==> config.mk <==
export PLATFORM = sky130hd
export DESIGN_NAME = tsc_monotonic_clock_and_wakeup
export DESIGN_NICKNAME = d
export VERILOG_FILES = /design/src/rtl/core/tsc_pkg.sv /design/src/rtl/core/tsc_ctrl.sv /design/src/rtl/core/tsc_dpath.sv /design/src/rtl/core/tsc_monotonic_clock_and_wakeup.sv
export VERILOG_INCLUDE_DIRS = /design/src /design/src/rtl/core
export SDC_FILE = /design/constraint.sdc
export NUM_CORES = 2
export LEC_CHECK = 0
export BUFFER_PORTS_ARGS = -buffer_cell sky130_fd_sc_hd__buf_2
export CAP_MARGIN = 10
export CELL_PAD_IN_SITES_DETAIL_PLACEMENT = 1
export CELL_PAD_IN_SITES_GLOBAL_PLACEMENT = 2
export CORE_MARGIN = 2
export CORE_UTILIZATION = 44
export CTS_CLUSTER_DIAMETER = 150
export DETAILED_ROUTE_END_ITERATION = 16
export PLACE_DENSITY = 0.9
export SYNTH_ARGS = -nofsm -noshare
export SYNTH_HDL_FRONTEND = slang
export SYNTH_SLANG_ARGS = --single-unit
==> constraint.sdc <==
create_clock -name clk -period 26.5 [get_ports clk]
set_input_delay 0 -clock clk [delete_from_list [all_inputs] [get_ports clk]]
set_output_delay 0 -clock clk [all_outputs]
set_load 0.02 [all_outputs]
==> src/rtl/core/tsc_monotonic_clock_and_wakeup_assert.svh <==
// Assertion macros for the monotonic clock block.
// Included by tsc_ctrl, which checks its own control logic; no other dependencies.
`ifndef TSC_MONOTONIC_CLOCK_AND_WAKEUP_ASSERT_SVH
`define TSC_MONOTONIC_CLOCK_AND_WAKEUP_ASSERT_SVH

// Same-cycle implication, disabled while reset is asserted.
`define TSC_ASSERT_NOW(lbl, ck, rn, ante, cons) \
	lbl: assert property (@(posedge ck) disable iff (!rn) (ante) |-> (cons)) \
		else $error("tsc assertion failed");

// Next-cycle implication, disabled while reset is asserted.
`define TSC_ASSERT_NEXT(lbl, ck, rn, ante, cons) \
	lbl: assert property (@(posedge ck) disable iff (!rn) (ante) |=> (cons)) \
		else $error("tsc assertion failed");

`endif

==> src/rtl/core/tsc_pkg.sv <==
// Shared codes, reset values and controller/datapath interface types.
// No dependencies.
`default_nettype none
package tsc_pkg;

	localparam logic [1:0] MODE_START = 2'd0;
	localparam logic [1:0] MODE_READ  = 2'd1;
	localparam logic [1:0] MODE_WAKE  = 2'd2;

	localparam logic [1:0] ST_TIME   = 2'd0;
	localparam logic [1:0] ST_PASSED = 2'd1;
	localparam logic [1:0] ST_SHORT  = 2'd2;
	localparam logic [1:0] ST_PROG   = 2'd3;

	localparam logic [31:0] C2NS_MULT_RST = 32'd2147483648;
	localparam logic [31:0] NS2TICK_MULT_RST = 32'd5124677;
	localparam logic [15:0] MIN_WAKE_RST = 16'd16;

	localparam int MAX_TIMER_TICKS_DEF = 65535;

	typedef struct packed {
		logic load_in;   // capture input word and form the scaler operand
		logic start;     // item is a base load, not a delta
		logic mul_lo;    // multiply low operand half
		logic mul_hi;    // multiply high operand half
		logic sum;       // fold high partial product into accumulator
		logic tick_mult; // use the ns-to-tick multiplier
		logic upd;       // commit new time and counter sample
		logic cmp;       // compare deadline, form remaining ns
		logic tick;      // classify tick count
		logic load_out;  // move result into output register
	} tsc_cmd_t;

	typedef struct packed {
		logic passed;
	} tsc_sts_t;

endpackage
`default_nettype wire

==> src/rtl/core/tsc_ctrl.sv <==
// Sequencer for the monotonic clock: drives the shared scaler passes and output word.
// Depends on tsc_pkg and the assertion macro header.
`default_nettype none
`include "tsc_monotonic_clock_and_wakeup_assert.svh"
module tsc_ctrl (
	input  wire logic             clk,
	input  wire logic             arst_n,
	input  wire logic             in_valid,
	output logic                  in_ready,
	input  wire logic [1:0]       mode,
	output logic                  out_valid,
	input  wire logic             out_ready,
	input  wire tsc_pkg::tsc_sts_t sts,
	output tsc_pkg::tsc_cmd_t     cmd
);
	import tsc_pkg::*;

	localparam logic [2:0] S_IDLE = 3'd0;
	localparam logic [2:0] S_MLO  = 3'd1;
	localparam logic [2:0] S_MHI  = 3'd2;
	localparam logic [2:0] S_SUM  = 3'd3;
	localparam logic [2:0] S_UPD  = 3'd4;
	localparam logic [2:0] S_CMP  = 3'd5;
	localparam logic [2:0] S_TICK = 3'd6;
	localparam logic [2:0] S_OUT  = 3'd7;

	logic [2:0] state_q;
	logic [1:0] mode_q;
	logic       phase_q;
	logic       out_valid_q;
	logic       accept;
	logic       out_free;

	assign in_ready  = (state_q == S_IDLE);
	assign accept    = in_valid && in_ready;
	assign out_free  = !out_valid_q || out_ready;
	assign out_valid = out_valid_q;

	always_comb begin
		cmd           = '0;
		cmd.load_in   = accept;
		cmd.start     = (state_q == S_IDLE) ? (mode == MODE_START) : (mode_q == MODE_START);
		cmd.mul_lo    = (state_q == S_MLO);
		cmd.mul_hi    = (state_q == S_MHI);
		cmd.sum       = (state_q == S_SUM);
		cmd.tick_mult = phase_q;
		cmd.upd       = (state_q == S_UPD);
		cmd.cmp       = (state_q == S_CMP);
		cmd.tick      = (state_q == S_TICK);
		cmd.load_out  = (state_q == S_OUT) && out_free;
	end

	always_ff @(posedge clk or negedge arst_n) begin
		if (!arst_n) begin
			state_q     <= S_IDLE;
			mode_q      <= MODE_START;
			phase_q     <= 1'b0;
			out_valid_q <= 1'b0;
		end else begin
			if (cmd.load_out)
				out_valid_q <= 1'b1;
			else if (out_ready)
				out_valid_q <= 1'b0;
			case (state_q)
				S_IDLE: begin
					if (accept) begin
						mode_q  <= mode;
						phase_q <= 1'b0;
						state_q <= S_MLO;
					end
				end
				S_MLO: state_q <= S_MHI;
				S_MHI: state_q <= S_SUM;
				S_SUM: state_q <= phase_q ? S_TICK : S_UPD;
				S_UPD: state_q <= (mode_q == MODE_WAKE) ? S_CMP : S_OUT;
				S_CMP: begin
					if (sts.passed) begin
						state_q <= S_OUT;
					end else begin
						phase_q <= 1'b1;
						state_q <= S_MLO;
					end
				end
				S_TICK: state_q <= S_OUT;
				S_OUT: begin
					if (out_free)
						state_q <= S_IDLE;
				end
				default: state_q <= S_IDLE;
			endcase
		end
	end

	`TSC_ASSERT_NEXT(a_accept_starts_scaler, clk, arst_n, accept, state_q == S_MLO)
	`TSC_ASSERT_NOW(a_no_result_overwrite, clk, arst_n, cmd.load_out, out_free)
	`TSC_ASSERT_NOW(a_tick_pass_only_wake, clk, arst_n, state_q == S_TICK, (mode_q == MODE_WAKE) && phase_q)

endmodule
`default_nettype wire

==> src/rtl/core/tsc_dpath.sv <==
// Datapath: time/counter state, shared 32x32 scaler with accumulator, wake logic, output word.
// Depends on tsc_pkg; driven by tsc_ctrl commands.
`default_nettype none
module tsc_dpath #(
	parameter int MAX_TIMER_TICKS = tsc_pkg::MAX_TIMER_TICKS_DEF
) (
	input  wire logic              clk,
	input  wire logic              arst_n,
	input  wire tsc_pkg::tsc_cmd_t cmd,
	output tsc_pkg::tsc_sts_t      sts,
	input  wire logic [63:0]       cycle_count,
	input  wire logic [63:0]       deadline_ns,
	input  wire logic [31:0]       cycle_to_ns_mult,
	input  wire logic [31:0]       ns_to_tick_mult,
	input  wire logic [15:0]       min_wake_ticks,
	output logic [63:0]            now_ns,
	output logic [1:0]             status,
	output logic [15:0]            reload_value
);
	import tsc_pkg::*;

	localparam logic [15:0] MAX_TICKS = 16'(MAX_TIMER_TICKS);

	logic [63:0] last_q, elapsed_q;
	logic [63:0] count_q, deadline_q;
	logic [63:0] op_q, prod_q, acc_q;
	logic [1:0]  res_status_q;
	logic [15:0] res_reload_q;
	logic [63:0] now_ns_q;
	logic [1:0]  status_q;
	logic [15:0] reload_q;

	logic [31:0] mul_a, mul_b;
	logic [63:0] prod_d;
	logic [15:0] clamped;

	assign mul_a  = cmd.mul_hi ? op_q[63:32] : op_q[31:0];
	assign mul_b  = cmd.tick_mult ? ns_to_tick_mult : cycle_to_ns_mult;
	assign prod_d = 64'(mul_a) * 64'(mul_b);

	assign sts.passed = (deadline_q < elapsed_q);
	assign clamped    = (acc_q > {48'd0, MAX_TICKS}) ? MAX_TICKS : acc_q[15:0];

	// Architectural state, cleared by reset.
	always_ff @(posedge clk or negedge arst_n) begin
		if (!arst_n) begin
			last_q    <= '0;
			elapsed_q <= '0;
		end else if (cmd.upd) begin
			elapsed_q <= (cmd.start ? 64'd0 : elapsed_q) + acc_q;
			last_q    <= count_q;
		end
	end

	always_ff @(posedge clk) begin
		if (cmd.load_in) begin
			count_q    <= cycle_count;
			deadline_q <= deadline_ns;
			op_q       <= cmd.start ? cycle_count : cycle_count - last_q;
		end else if (cmd.cmp) begin
			op_q <= deadline_q - elapsed_q;
		end
		if (cmd.mul_lo || cmd.mul_hi)
			prod_q <= prod_d;
		if (cmd.mul_hi)
			acc_q <= {32'd0, prod_q[63:32]};
		else if (cmd.sum)
			acc_q <= acc_q + prod_q;
		if (cmd.upd) begin
			res_status_q <= ST_TIME;
			res_reload_q <= '0;
		end else if (cmd.cmp && sts.passed) begin
			res_status_q <= ST_PASSED;
		end else if (cmd.tick) begin
			if (acc_q < {48'd0, min_wake_ticks}) begin
				res_status_q <= ST_SHORT;
			end else begin
				res_status_q <= ST_PROG;
				res_reload_q <= (clamped == 16'd0) ? 16'd0 : clamped - 16'd1;
			end
		end
		if (cmd.load_out) begin
			now_ns_q <= elapsed_q;
			status_q <= res_status_q;
			reload_q <= res_reload_q;
		end
	end

	assign now_ns       = now_ns_q;
	assign status       = status_q;
	assign reload_value = reload_q;

endmodule
`default_nettype wire

==> src/rtl/core/tsc_monotonic_clock_and_wakeup.sv <==
// Top level of the monotonic nanosecond clock and wake-timer calculator.
// Depends on tsc_pkg, tsc_ctrl and tsc_dpath; holds the APB register file.
`default_nettype none
// Usage:
// - Input channel (in_valid/in_ready) takes one word: mode, cycle_count, deadline_ns.
//   mode 0 loads the time base from the counter, mode 1 (and 3) advances the clock by
//   the scaled counter delta, mode 2 advances it and computes a wake-timer reload.
// - Output channel (out_valid/out_ready) returns one word per input word: now_ns,
//   status and reload_value (reload_value is zero unless status is "timer programmed").
// - One item is in work at a time; the next item is taken after the result has moved
//   into the output register. The single 32x32 multiplier makes two passes (low half,
//   high half) plus a fold per 64-bit scaling; start and read need one scaling, a wake
//   whose deadline is still ahead needs two, and one whose deadline has passed needs one.
// - in_ready is high only while the sequencer is idle; it does not depend on out_ready.
//   A finished word sits in the output register while the next item is accepted.
//   If the receiver stalls, the sequencer holds the next result until the output
//   register frees up, then continues.
// - Reset (arst_n low) clears the time and last counter sample to zero, restores the
//   register defaults and drops any pending output word.
// - Registers (APB, pready always high): 0x0 cycle_to_ns_mult, 0x4 ns_to_tick_mult,
//   0x8 min_wake_ticks. Write them only while the block is idle.
module tsc_monotonic_clock_and_wakeup #(
	parameter int MAX_TIMER_TICKS = tsc_pkg::MAX_TIMER_TICKS_DEF
) (
	input  wire logic        clk,
	input  wire logic        arst_n,
	// configuration port
	input  wire logic        psel,
	input  wire logic        penable,
	input  wire logic        pwrite,
	input  wire logic [3:0]  paddr,
	input  wire logic [31:0] pwdata,
	output logic [31:0]      prdata,
	output logic             pready,
	// input channel
	input  wire logic        in_valid,
	output logic             in_ready,
	input  wire logic [1:0]  mode,
	input  wire logic [63:0] cycle_count,
	input  wire logic [63:0] deadline_ns,
	// output channel
	output logic             out_valid,
	input  wire logic        out_ready,
	output logic [63:0]      now_ns,
	output logic [1:0]       status,
	output logic [15:0]      reload_value
);
	import tsc_pkg::*;

	localparam logic [1:0] REG_C2NS    = 2'd0;
	localparam logic [1:0] REG_NS2TICK = 2'd1;
	localparam logic [1:0] REG_MINWAKE = 2'd2;

	logic [31:0] c2ns_q;
	logic [31:0] ns2tick_q;
	logic [15:0] min_wake_q;
	logic        cfg_wr;

	tsc_cmd_t cmd;
	tsc_sts_t sts;

	assign pready = 1'b1;
	assign cfg_wr = psel && penable && pwrite && pready;

	// Register writes land on the access cycle; unused addresses are dropped.
	always_ff @(posedge clk or negedge arst_n) begin
		if (!arst_n) begin
			c2ns_q     <= C2NS_MULT_RST;
			ns2tick_q  <= NS2TICK_MULT_RST;
			min_wake_q <= MIN_WAKE_RST;
		end else if (cfg_wr) begin
			case (paddr[3:2])
				REG_C2NS:    c2ns_q     <= pwdata;
				REG_NS2TICK: ns2tick_q  <= pwdata;
				REG_MINWAKE: min_wake_q <= pwdata[15:0];
				default: ;
			endcase
		end
	end

	always_comb begin
		case (paddr[3:2])
			REG_C2NS:    prdata = c2ns_q;
			REG_NS2TICK: prdata = ns2tick_q;
			REG_MINWAKE: prdata = {16'd0, min_wake_q};
			default:     prdata = '0;
		endcase
	end

	tsc_ctrl u_ctrl (
		.clk       (clk),
		.arst_n    (arst_n),
		.in_valid  (in_valid),
		.in_ready  (in_ready),
		.mode      (mode),
		.out_valid (out_valid),
		.out_ready (out_ready),
		.sts       (sts),
		.cmd       (cmd)
	);

	tsc_dpath #(
		.MAX_TIMER_TICKS (MAX_TIMER_TICKS)
	) u_dpath (
		.clk              (clk),
		.arst_n           (arst_n),
		.cmd              (cmd),
		.sts              (sts),
		.cycle_count      (cycle_count),
		.deadline_ns      (deadline_ns),
		.cycle_to_ns_mult (c2ns_q),
		.ns_to_tick_mult  (ns2tick_q),
		.min_wake_ticks   (min_wake_q),
		.now_ns           (now_ns),
		.status           (status),
		.reload_value     (reload_value)
	);

endmodule
`default_nettype wire

==> impl_results.html <==
<table>
<tr><th>Metric</th><th>Value</th></tr>
<tr><th colspan="2">Synth</th></tr>
<tr><td>Largest area contributor in the netlist</td><td>fa_1</td></tr>
<tr><td>Async SR Flop Fraction</td><td>0.339</td></tr>
<tr><td>Syn_nets</td><td>between 9,000 and 10,000</td></tr>
<tr><td>Commonest cells in the netlist</td><td>1,083 x inv_1, 928 x nand2_1, 911 x nor2_1, 900 x fa_1, 532 x ha_1</td></tr>
<tr><td>Main area contributors after synthesis</td><td>fa_1 25%, edfxtp_1 16%, ha_1 9.3%</td></tr>
<tr><td>Synth unique cells</td><td>100</td></tr>
<tr><td>Synthesized cell area</td><td>71,600 µm²</td></tr>
<tr><td>Most common cell in the netlist</td><td>inv_1</td></tr>
<tr><td>Number of enable flip-flop cells after synthesis</td><td>370</td></tr>
<tr><td>Yosys warning count</td><td>0</td></tr>
<tr><td>Mapped Cells</td><td>roughly 8,000</td></tr>
<tr><td>Flip-flop cell with the highest count after synthesis</td><td>edfxtp_1</td></tr>
<tr><td>Fraction of synthesized cell area taken by the top area cell type</td><td>0.251</td></tr>
<tr><td>Total of flip-flops plus latches after synthesis</td><td>roughly 640</td></tr>
<tr><td>Synthesized area divided by synthesized cell count</td><td>approximately 9.2 µm²</td></tr>
<tr><td>Seq/Total Area, Yosys</td><td>0.244</td></tr>
<tr><th colspan="2">Timing</th></tr>
<tr><td>Total negative slack for setup checks</td><td>0 ps</td></tr>
<tr><td>Final-report max-slew violation count</td><td>0</td></tr>
<tr><td>Clock period minus final worst setup slack</td><td>about 12,000 ps</td></tr>
<tr><td>RSZ-0062 raised after global routing</td><td>false</td></tr>
<tr><td>Highest attainable clock frequency</td><td>84.0 MHz</td></tr>
<tr><td>Share of the clock period used by the worst path</td><td>0.449</td></tr>
<tr><td>Transition at the pin with the smallest max-transition slack</td><td>between 1000 and 1500 ps</td></tr>
<tr><td>Post-Route Skew</td><td>37.8 ps</td></tr>
<tr><td>Setup violation total in the final timing report</td><td>0</td></tr>
<tr><td>Final hold violation count</td><td>0</td></tr>
<tr><td>Worst-case headroom to the max-slew limit</td><td>0.151</td></tr>
<tr><th colspan="2">Clock tree</th></tr>
<tr><td>TritonCTS clock tree</td><td>yes</td></tr>
<tr><td>CTS clock-pin slew for the worst setup and hold paths</td><td>roughly 70 ps</td></tr>
<tr><td>Count of clock tree sinks</td><td>between 600 and 700</td></tr>
<tr><td>Master cell of the clock root buffer</td><td>clkbuf_16</td></tr>
<tr><td>Max Root-Sink Buffers</td><td>3</td></tr>
<tr><td>CTS HTree Levels</td><td>3</td></tr>
<tr><td>Number of gates resized after CTS</td><td>0</td></tr>
<tr><td>Number of buffers added for setup after CTS</td><td>0</td></tr>
<tr><td>Clock buffer count from CTS</td><td>80</td></tr>
<tr><td>Worst skew pair latency</td><td>approximately 740 ps</td></tr>
<tr><th colspan="2">Critical path</th></tr>
<tr><td>Library cell appearing most often on the critical path</td><td>fa_1</td></tr>
<tr><td>Critical Path End Type</td><td>flip-flop</td></tr>
<tr><td>Element type at the critical path start</td><td>flip-flop</td></tr>
<tr><td>Setup slack of the most critical reg-to-reg path</td><td>14,590 ps</td></tr>
<tr><td>Delay of the slowest cell on the worst path</td><td>940 ps</td></tr>
<tr><td>Critical path data arrival time</td><td>~12,000 ps</td></tr>
<tr><td>Worst Setup Path Type</td><td>reg2reg</td></tr>
<tr><td>Slowest stage cell on the critical path</td><td>buf_4</td></tr>
<tr><td>Required time of the critical path</td><td>roughly 27,000 ps</td></tr>
<tr><td>Largest fanout on the critical path</td><td>between 60 and 70</td></tr>
<tr><th colspan="2">Cells and area</th></tr>
<tr><td>Post-synthesis to final-layout area growth</td><td>12.7%</td></tr>
<tr><td>Ratio of cells with drive above 1 in the final layout</td><td>0.0946</td></tr>
<tr><td>Net count reported at finish</td><td>a little under 10,000</td></tr>
<tr><th colspan="2">Routing</th></tr>
<tr><td>Vias per cell</td><td>5.84</td></tr>
<tr><td>DRC marker count from the first detailed-route iteration</td><td>~4,800</td></tr>
<tr><td>Vias</td><td>between 60,000 and 70,000</td></tr>
<tr><td>Highest routed layer</td><td>met5</td></tr>
<tr><td>Antenna viol nets, final</td><td>0</td></tr>
<tr><td>First-pass detailed-route iteration total</td><td>6</td></tr>
<tr><td>Detailed Route WL</td><td>288,000 µm</td></tr>
<tr><td>Wire length on met1</td><td>roughly 110,000 µm</td></tr>
<tr><td>Post-DR wirelength/cell</td><td>27.7 µm</td></tr>
<tr><td>Remaining routing DRC violations</td><td>0</td></tr>
<tr><td>Sum of met2 wire segment lengths after detailed routing</td><td>around 130,000 µm</td></tr>
<tr><td>DR WL met3</td><td>21,700 µm</td></tr>
<tr><th colspan="2">Global route</th></tr>
<tr><td>Initial antenna violation count</td><td>19</td></tr>
<tr><td>Via count of the first global-routing pass</td><td>roughly 66,000</td></tr>
<tr><td>Total global-route track usage</td><td>0.346</td></tr>
<tr><td>Total congestion overflow after global routing</td><td>0</td></tr>
<tr><td>Wire length of the first global-routing pass</td><td>approximately 430,000 µm</td></tr>
<tr><td>Pin count of the biggest net entering global routing</td><td>between 100 and 150</td></tr>
<tr><th colspan="2">Die</th></tr>
<tr><td>FP Rows</td><td>~150</td></tr>
<tr><td>Starting Density</td><td>0.442</td></tr>
<tr><td>Die outline area</td><td>about 170,000 µm²</td></tr>
<tr><td>Placeable Area</td><td>around 160,000 µm²</td></tr>
<tr><td>Number of placed I/O pins</td><td>between 200 and 300</td></tr>
<tr><td>Die outline height</td><td>around 400 µm</td></tr>
<tr><td>Die W</td><td>408 µm</td></tr>
<tr><th colspan="2">Placed design</th></tr>
<tr><td>Port bufs</td><td>roughly 290</td></tr>
<tr><td>HPWL Detailed</td><td>222,000 µm</td></tr>
<tr><td>Final weighted congestion of routability-driven global placement</td><td>0.978</td></tr>
<tr><th colspan="2">Min path</th></tr>
<tr><td>Worst min-delay path category</td><td>in2reg</td></tr>
<tr><th colspan="2">Status</th></tr>
<tr><td>Status</td><td>finished clean</td></tr>
<tr><th colspan="2">Run</th></tr>
<tr><td>Maximum Capacitance Violations</td><td>0</td></tr>
</table>
flip-flops by register name, indices dropped and copies added, names as in the netlist, 3 cells and up:
register,flops
u_dpath.now_ns,64
u_ctrl.state_q,3
u_dpath.elapsed_q,64
u_dpath.reload_value,16
u_dpath.count_q,64
u_dpath.res_reload_q,16
u_dpath.last_q,64
u_dpath.op_q,64
u_dpath.prod_q,64
min_wake_q,16
c2ns_q,32
u_dpath.deadline_q,64
u_dpath.acc_q,64
ns2tick_q,32
worst max-delay path: cells and delay by family, from the launching register on:
family	cells	cell delay, ps
AOI/OAI and AO/OA	7	2280
and+or+nand+nor	5	890
buffers and inverters	10	2720
DFF	1	520
adders and majority gates	9	4500
muxes	1	290
xor gates and xnor gates	1	320
layout make-up:
cell class	instances	area, µm²
diodes	4	10.0
clock inverters	40	502
flip-flops and latches	635	17500
repair buffers	639	4720
well taps	2175	2720
multi-input cells	5707	49000
inverters	1084	4070
fillers	18600	81500
clock buffers	110	2230
layout by cell type (no fill, tap or decap), types with 74 or more instances in the layout:
master	synthesis	routed
mux2_2	137	137
xor2_1	140	140
buf_4	2	107
nand2_1	928	926
nor2_1	911	908
a21oi_1	393	392
fa_1	900	900
nand4_1	81	81
nand3_1	88	88
o21ai_0	404	404
a21o_1	186	186
clkbuf_16	0	81
inv_1	1083	1082
ha_1	532	532
dlygate4sd3_1	0	245
dfrtp_1	203	202
mux2i_1	117	74
xnor2_1	157	157
buf_2	8	285
edfxtp_1	370	370
what timing repair did:
action,CTS,global route
hold buffers,246,0
setup endpoints to repair,0,0
endpoints found under the hold margin,384,0
kinds of logic after synthesis:
logic type / synth area share
xor gates and xnor gates: 0.0363
buffers and inverters: 0.0768
AOI/OAI and AO/OA: 0.123
other: 0.0000523
DFF: 0.244
adders and majority gates: 0.344
and+or+nand+nor: 0.135
muxes: 0.0394
worst paths after layout:
check                                                to  depth (start not counted)                    start
worst max-delay path                 u_dpath.prod_q[62]                         33        u_ctrl.state_q[2]
worst min-delay path             u_dpath.deadline_q[35]                          2          deadline_ns[35]
worst max register to register       u_dpath.prod_q[62]                         33        u_ctrl.state_q[2]
worst min register to register  u_dpath.reload_value[2]                          0  u_dpath.res_reload_q[2]
max in group asynchronous                min_wake_q[13]                          5                   arst_n
min in group asynchronous         u_dpath.elapsed_q[45]                          4                   arst_n
per-stage QoR:
step / setup WS (ps) / area, µm² / std cells / hold slack (ps) / util
CTS: 14730 / 80700 / 10400 / 0.465 / 0.498
global placement: 15030 / 75500 / 9994 / 23.4 / 0.466
floorplan: 17130 / 71600 / 7790 / -296 / -
finish: 14590 / 80700 / 10400 / 15.1 / 0.498
global route: 14130 / 80700 / 10400 / 26.1 / 0.498
detailed placement: 14850 / 75500 / 9994 / 32.2 / 0.466
metal layers:
metal | vias up | global-route usage
met3 | 753 | 0.0648
met1 | 31300 | 0.437
met2 | 2414 | 0.557
met5 | - | 0
met4 | 10 | 0.197
li1 | 26300 | -
Power is not shown: default switching activity piles up to over one toggle a cycle in this logic, so the estimate is an artifact.
